--- src/hdl/mel_to_frequency_defines.svh ---
// Assertion macros for the mel to frequency RTL.
// Depends on nothing; included by mel_to_frequency, the module that carries assertions.
`ifndef MEL_TO_FREQUENCY_DEFINES_SVH
`define MEL_TO_FREQUENCY_DEFINES_SVH
// Implication checked on every clock edge outside reset.
`define M2F_ASSERT_IMP(lbl, ante, cons, msg) \
  lbl: assert property (@(posedge clk) disable iff (rst) (ante) |-> (cons)) else $error(msg);
// Next-cycle implication checked outside reset.
`define M2F_ASSERT_NXT(lbl, ante, cons, msg) \
  lbl: assert property (@(posedge clk) disable iff (rst) (ante) |=> (cons)) else $error(msg);
`endif

--- src/hdl/m2f_pkg.sv ---
// Types, constants and helper functions for the mel to frequency block.
// No dependencies.
package m2f_pkg;

  localparam int unsigned HornerTerms = 12;
  // Two front-end stages, two registers per Horner cell, scaling and output.
  localparam int unsigned Stages      = 2 * HornerTerms + 4;

  localparam logic [63:0] K0Q40   = 64'd1407513899;
  localparam logic [63:0] K1Q40   = 64'd1515559571;
  localparam logic [63:0] K2Q40   = 64'd109058192581;
  localparam logic [31:0] Ln2Q31  = 32'd1488522236;
  localparam logic [31:0] OneQ31  = 32'h8000_0000;

  typedef enum logic [1:0] {
    MODE_OSH    = 2'd0,
    MODE_LINDSAY = 2'd1,
    MODE_SLANEY = 2'd2,
    MODE_NONE   = 2'd3
  } mode_t;

  // Path taken by an item through the cell chain.
  typedef enum logic [1:0] {
    PATH_EXP = 2'd0,
    PATH_LIN = 2'd1,
    PATH_BIG = 2'd2,
    PATH_ZERO = 2'd3
  } path_t;

  // Everything one cell hands to the next.
  typedef struct packed {
    logic               valid;
    path_t              path;
    logic               scale625;   // mode 1 scaling
    logic               slaney;     // 1000*E form, no minus one
    logic signed [11:0] n;          // integer part of the exponent
    logic [31:0]        x;          // fraction times ln2, Q31
    logic [31:0]        t;          // Horner accumulator, Q31
    logic signed [63:0] acc;        // linear result or final product
  } cell_data_t;

endpackage

--- src/hdl/m2f_horner_cell.sv ---
// One Horner step of the e^x series, t = 1 + floor(x*t/2^31)/k, held in two
// register stages: the product first, then the division. Depends on m2f_pkg.
module m2f_horner_cell #(
  parameter int unsigned K = 12
) (
  input  logic                clk,
  input  logic                rst,
  input  logic                en,
  input  m2f_pkg::cell_data_t din,
  output m2f_pkg::cell_data_t dout
);
  // Reciprocal of K in Q36, rounded up. The error term stays below K, so the
  // quotient is exact for every dividend below 2^32.
  localparam longint unsigned RecipWide = ((64'd1 << 36) + 64'(K) - 64'd1) / 64'(K);
  localparam logic [36:0]     Recip     = RecipWide[36:0];

  logic [63:0] prod;
  logic [68:0] quot;
  m2f_pkg::cell_data_t mid_next;
  m2f_pkg::cell_data_t mid;
  m2f_pkg::cell_data_t dout_next;

  // First half: multiply and drop the Q31 scaling. The result fits 32 bits.
  always_comb begin
    prod       = 64'(din.x) * 64'(din.t);
    mid_next   = din;
    mid_next.t = prod[62:31];
  end

  // Second half: divide by the term's index through the reciprocal.
  always_comb begin
    quot        = 69'(mid.t) * 69'(Recip);
    dout_next   = mid;
    dout_next.t = m2f_pkg::OneQ31 + quot[67:36];
  end

  always_ff @(posedge clk) begin
    if (rst) begin
      mid.valid  <= 1'b0;
      dout.valid <= 1'b0;
    end else if (en) begin
      mid.valid  <= mid_next.valid;
      dout.valid <= dout_next.valid;
    end
    if (en) begin
      mid.path      <= mid_next.path;
      mid.scale625  <= mid_next.scale625;
      mid.slaney    <= mid_next.slaney;
      mid.n         <= mid_next.n;
      mid.x         <= mid_next.x;
      mid.t         <= mid_next.t;
      mid.acc       <= mid_next.acc;
      dout.path     <= dout_next.path;
      dout.scale625 <= dout_next.scale625;
      dout.slaney   <= dout_next.slaney;
      dout.n        <= dout_next.n;
      dout.x        <= dout_next.x;
      dout.t        <= dout_next.t;
      dout.acc      <= dout_next.acc;
    end
  end
endmodule

--- config.mk ---
export PLATFORM = sky130hd
export DESIGN_NAME = m2f_horner_cell
export DESIGN_NICKNAME = d
export VERILOG_FILES = /design/src/hdl/mel_to_frequency_defines.svh /design/src/hdl/m2f_pkg.sv /design/src/hdl/m2f_horner_cell.sv
export SDC_FILE = /design/constraint.sdc
export NUM_CORES = 2
export LEC_CHECK = 0
export BUFFER_PORTS_ARGS = -buffer_cell sky130_fd_sc_hd__buf_2
export CAP_MARGIN = 20
export CORE_UTILIZATION = 65
export CTS_CLUSTER_DIAMETER = 40
export DETAILED_ROUTE_END_ITERATION = 8
export HOLD_SLACK_MARGIN = 0.08
export PLACE_DENSITY = 0.84
export SKIP_LAST_GASP = 1
export SLEW_MARGIN = 10
export SYNTH_ARGS = -nofsm -noshare
export SYNTH_HDL_FRONTEND = slang
export SYNTH_SLANG_ARGS = --single-unit
--- constraint.sdc ---
create_clock -name clk -period 8.7 [get_ports clk]
set_input_delay 0 -clock clk [delete_from_list [all_inputs] [get_ports clk]]
set_output_delay 0 -clock clk [all_outputs]
set_load 0.05 [all_outputs]
* Word-level counts from Yosys, hierarchy flattened
Cells that the tools add are included.
Operators by class: add/subtract/negate cells 1, multipliers 2
Operators with widths (count):
- multiplier 32 x 32 -> 64 bit (second input constant) | 1
- multiplier 32 x 32 -> 63 bit | 1
- adder 32 x 29 -> 32 bit (first input constant) | 1
Storage, ports and cells: bits in registers 290, input port bits 148, output and inout bits 145, word-level logic and storage cells 19

* Longest topological paths before layout
word-level depth 2, gate-level depth with buffers 27, gate-level depth less buffers 27

* Worst setup path after synthesis
Ideal clock, no wire load.
path type reg-to-reg, start point register mid[78] (netlist name), end point register dout[92] (netlist name), data pin, setup time 0.260 ns, data arrival time 7.042 ns, required time 8.440 ns, path slack 1.398 ns, stages on the path, launching flop included 26, buffers on the path 0, clock period less this slack 7.302 ns, cell sequence edfxtp_1 > ha_1 > inv_1 > fa_1 > inv_1 > fa_1 > fa_1 > fa_1 > inv_1 > fa_1 > inv_1 > fa_1 > inv_1 > fa_1 > inv_1 > ha_1 > a21oi_1 > o21ai_1 > a221oi_1 > a21boi_0 > or4b_4 > o31a_4 > a41oi_4 > nor3b_2 > o221a_1 > xnor2_1
RTL lines:
- from (decl) | line m2f_horner_cell.sv:20 | m2f_pkg::cell_data_t mid;
- to (decl) | line m2f_horner_cell.sv:10 | output m2f_pkg::cell_data_t dout

==> results summary <==
The flow ran to the end, and the final reports show no timing, DRC or antenna violations. The via count came out at just under 40000. The final hold violation count is 0. The global-route wire length before repair came out at 248600 um. The detailed-routed wire length on met2 is 76210 um.

The clock latency on the worst-skew pair is roughly 0.65 ns. The top fanout value on the critical path is 6. The slowest cell on the critical path is sky130_fd_sc_hd__edfxtp_1. The synthesized area divided by synthesized cell count came out at 10.49 um^2. The final critical-path setup slack came out at 0.1510 ns. On the worst path, the slowest cell contributes a delay of between 0.6 and 0.7 ns.

The number of placement rows came out at 108. Entering global routing, the biggest net connects 187 pins. The post-synthesis cell type count is between 60 and 70. The count of input and output buffers came out at between 200 and 300. The routability-driven placement congestion ratio is 1.055. The async set or reset register ratio after synthesis came out at 0%. Setup violations remaining at the end of the flow were counted as 0.

The H-tree generated during clock tree synthesis spans 2 levels. The kind of path behind the tightest hold check is input pin to flop. STA classifies the critical path startpoint as a flop. The worst path in the final design needs a cycle of 8.549 ns, including I/O delays and setup. The final critical-path share of the clock period is 98.26%. The count of maximum capacitance violations is 0. The number of flip-flops and latches in the synthesized netlist is 287. Registers take 0.008598 mm^2. The die width came out at between 200 and 300 um. The die covers around 0.089 mm^2.

The average routed wire per standard cell is 23.08 um. The clock arrives with 0.05607 ns of skew. The number of max-slew violations in the final report came out at 0. The sequential-to-total area share from yosys stat came out at ~15%. In this run the top signal layer used is met5.

After synthesis the cells add up to 0.05685 mm^2. The worst slack at placement is approximately 0.016 ns. The data required time of the worst path is 9.04 ns. The slew of the pin with the lowest slew margin came out at slightly below 1 ns. The worst setup path is of the flop to flop kind.

The layout overhead on the synthesized area came out at 9.787%. Counting the fill cells in the layout gives 6162. 293 I/O pins were placed. The estimated wirelength of the detail-placed design came out at roughly 130000 um. In this run the cell area measured after placement is roughly 0.06 mm^2. The total met3 wirelength after detailed routing is 16040 um. TritonCTS built the clock tree. The DRC violation count after routing is 0.

The total global routing track utilization is 37.48%. The remaining antenna violation count after routing is 0. The number of standard cells in the layout, taps in and fillers out is 6943. The commonest register cell after synthesis is sky130_fd_sc_hd__edfxtp_1. The endpoint class of the critical path is a flop. The detailed-route wire length on metal 1 came out at approximately 60000 um. The via count of the first global-routing pass is 43340. The maximum buffer depth of the clock tree is 3. After routing the design area is 0.06241 mm^2. The register clock-pin slew on the reported worst setup and hold paths came out at 0.06 ns. Cells with a size suffix above 1 make up 7.695% of the layout.

The initial antenna violation count came out at 7. The post-detailed-routing wire length came out at 160300 um. The number of nets at the end of the flow is between 7000 and 8000. Dividing the detail-routed via count by the number of cells gives 5.695. The area of combinational cells with multiple inputs came out at 0.04190 mm^2. Summed over all failing endpoints, the final setup total negative slack is 0 ns.

The tree is rooted in a sky130_fd_sc_hd__clkbuf_16. CTS saw 287 sinks. After detailed placement, the design holds a cell count of 6719. The first detailed-routing pass ran for 7 iterations. The most numerous cell type found on the critical path is sky130_fd_sc_hd__fa_1.

The worst slew slack as a fraction of its limit is between 30% and 40%. Buffers inserted during clock tree synthesis total 49. The starting density of the core is 65.53%.

The arrival time at the worst endpoint is 8.88 ns. In this run the vertical extent of the chip is 297.7 um. The number of DRC markers in iteration 0 came out at 3573.

The count of synthesis-stage warnings from yosys came out at 0. The total overflow left after global routing is 0. The number of instances in the synthesized netlist came out at 5421. The timing-limited maximum frequency is 117.0 MHz.

The total area inside the core boundary comes to 0.08675 mm^2. Yosys mapped a number of flops with a built-in enable equal to about 290.
[final timing paths]
path / from / end / slack [ns] / cells past startpoint
setup / recovery: mid[78] / dout[80] / 0.15 / 25
hold / removal: din[60] / dout_next[60] / 0.10 / 2
setup reg to reg: mid[78] / dout[80] / 0.15 / 25
hold reg to reg: dout_next[50] / dout[50] / 0.39 / 0
[layer usage]
layer,track usage (%),vias up
met1,49.48,20080
li1,-,16690
met2,60.72,2298
met3,7.205,474
met5,0,-
met4,16.70,2
[placed cells by master (no fill, tap or decap), types with 11 or more instances in the layout]
cell / instances
sky130_fd_sc_hd__xnor2_1: 48
sky130_fd_sc_hd__o21ai_0: 30
sky130_fd_sc_hd__nor2_1: 51
sky130_fd_sc_hd__nand3_1: 20
sky130_fd_sc_hd__nand2_1: 469
sky130_fd_sc_hd__buf_4: 53
sky130_fd_sc_hd__clkbuf_16: 49
sky130_fd_sc_hd__and2_1: 604
sky130_fd_sc_hd__fa_1: 1283
sky130_fd_sc_hd__nand4_1: 22
sky130_fd_sc_hd__o21ai_1: 11
sky130_fd_sc_hd__buf_2: 288
sky130_fd_sc_hd__a21o_1: 67
sky130_fd_sc_hd__a21oi_1: 83
sky130_fd_sc_hd__dlygate4sd3_1: 127
sky130_fd_sc_hd__ha_1: 589
sky130_fd_sc_hd__inv_1: 1498
sky130_fd_sc_hd__xor2_1: 21
sky130_fd_sc_hd__edfxtp_1: 285
sky130_fd_sc_hd__o21a_1: 14
[cell usage after synthesis (3+ instances only)]
master / number / area [um^2]
sky130_fd_sc_hd__a211oi_1: 10 / 75.07
sky130_fd_sc_hd__a21o_1: 67 / 503.0
sky130_fd_sc_hd__a21oi_1: 83 / 415.4
sky130_fd_sc_hd__a221oi_1: 3 / 26.28
sky130_fd_sc_hd__a31o_2: 3 / 26.28
sky130_fd_sc_hd__a31oi_1: 9 / 56.30
sky130_fd_sc_hd__a41oi_1: 4 / 35.03
sky130_fd_sc_hd__and2_1: 604 / 3779
sky130_fd_sc_hd__and3_1: 7 / 43.79
sky130_fd_sc_hd__and4_1: 3 / 26.28
sky130_fd_sc_hd__buf_4: 3 / 22.52
sky130_fd_sc_hd__clkbuf_1: 195 / 732.0
sky130_fd_sc_hd__edfxtp_1: 285 / 8558
sky130_fd_sc_hd__fa_1: 1283 / 25680
sky130_fd_sc_hd__ha_1: 590 / 7382
sky130_fd_sc_hd__inv_1: 1498 / 5623
sky130_fd_sc_hd__nand2_1: 469 / 1760
sky130_fd_sc_hd__nand2b_1: 5 / 31.28
sky130_fd_sc_hd__nand3_1: 20 / 100.1
sky130_fd_sc_hd__nand4_1: 22 / 137.6
sky130_fd_sc_hd__nor2_1: 51 / 191.4
sky130_fd_sc_hd__nor2b_1: 7 / 43.79
sky130_fd_sc_hd__nor3_1: 10 / 50.05
sky130_fd_sc_hd__nor4_1: 3 / 18.77
sky130_fd_sc_hd__o21a_1: 14 / 105.1
sky130_fd_sc_hd__o21ai_0: 30 / 150.1
sky130_fd_sc_hd__o21ai_1: 11 / 55.05
sky130_fd_sc_hd__o21bai_1: 8 / 60.06
sky130_fd_sc_hd__o31ai_1: 5 / 37.54
sky130_fd_sc_hd__xnor2_1: 48 / 420.4
sky130_fd_sc_hd__xor2_1: 21 / 183.9
[logic make-up after synthesis]
family | after synthesis | share of synthesized area (%)
simple gates | 1211 | 11.02
other cells | 2 | 0.01321
mux | 2 | 0.03521
flops | 287 | 15.12
compound gates | 281 | 3.363
fa+ha+maj | 1873 | 58.16
xor+xnor | 69 | 1.063
buf+inv | 1696 | 11.22
[metrics by stage]
stage / hold slack, ns / utilization (%)
finish: 0.1036 / 71.95
global route: 0.09548 / 71.93
CTS: 0.08032 / 71.89
detailed placement: 0.1767 / 68.47
global placement: 0.1760 / 68.47
floorplan: 0.07238 / -
[worst max-delay path: cells and delay by family, from the launching register on]
| kind | cells | cell delay, ns |
|---|---|---|
| adder cells (fa/ha/maj) | 9 | 4.53 |
| AO/OA/AOI/OAI | 5 | 1.46 |
| AND/OR/NAND/NOR | 4 | 1.07 |
| flip-flops | 1 | 0.61 |
| buffers and inverters | 6 | 0.43 |
| XOR/XNOR | 1 | 0.15 |
[layout make-up]
cell class / instances / area share [%]
tap: 1155 / 2.315
clock buffer: 53 / 1.989
multi-input combinational: 3439 / 67.12
sequential: 287 / 13.78
clock inverter: 36 / 0.7277
antenna: 5 / 0.02005
timing repair buffer: 470 / 5.040
inverter: 1498 / 9.009
[what timing repair did]
action                                  4_1_cts  5_1_grt
hold buffers                                127        0
gates resized for setup                       1        2
cloned                                        0        0
hold endpoints to repair                    158        0
endpoints found under the setup margin        1        6
setup buffers                                 0        3
[flip-flops by register name, indices dropped and copies added, names as in the netlist]
register,flops
dout,142
dout_next,113
mid,32
Power is left out: the tool's default activity adds up to more than one toggle a clock period on the data nets, which glitch-free logic cannot reach.
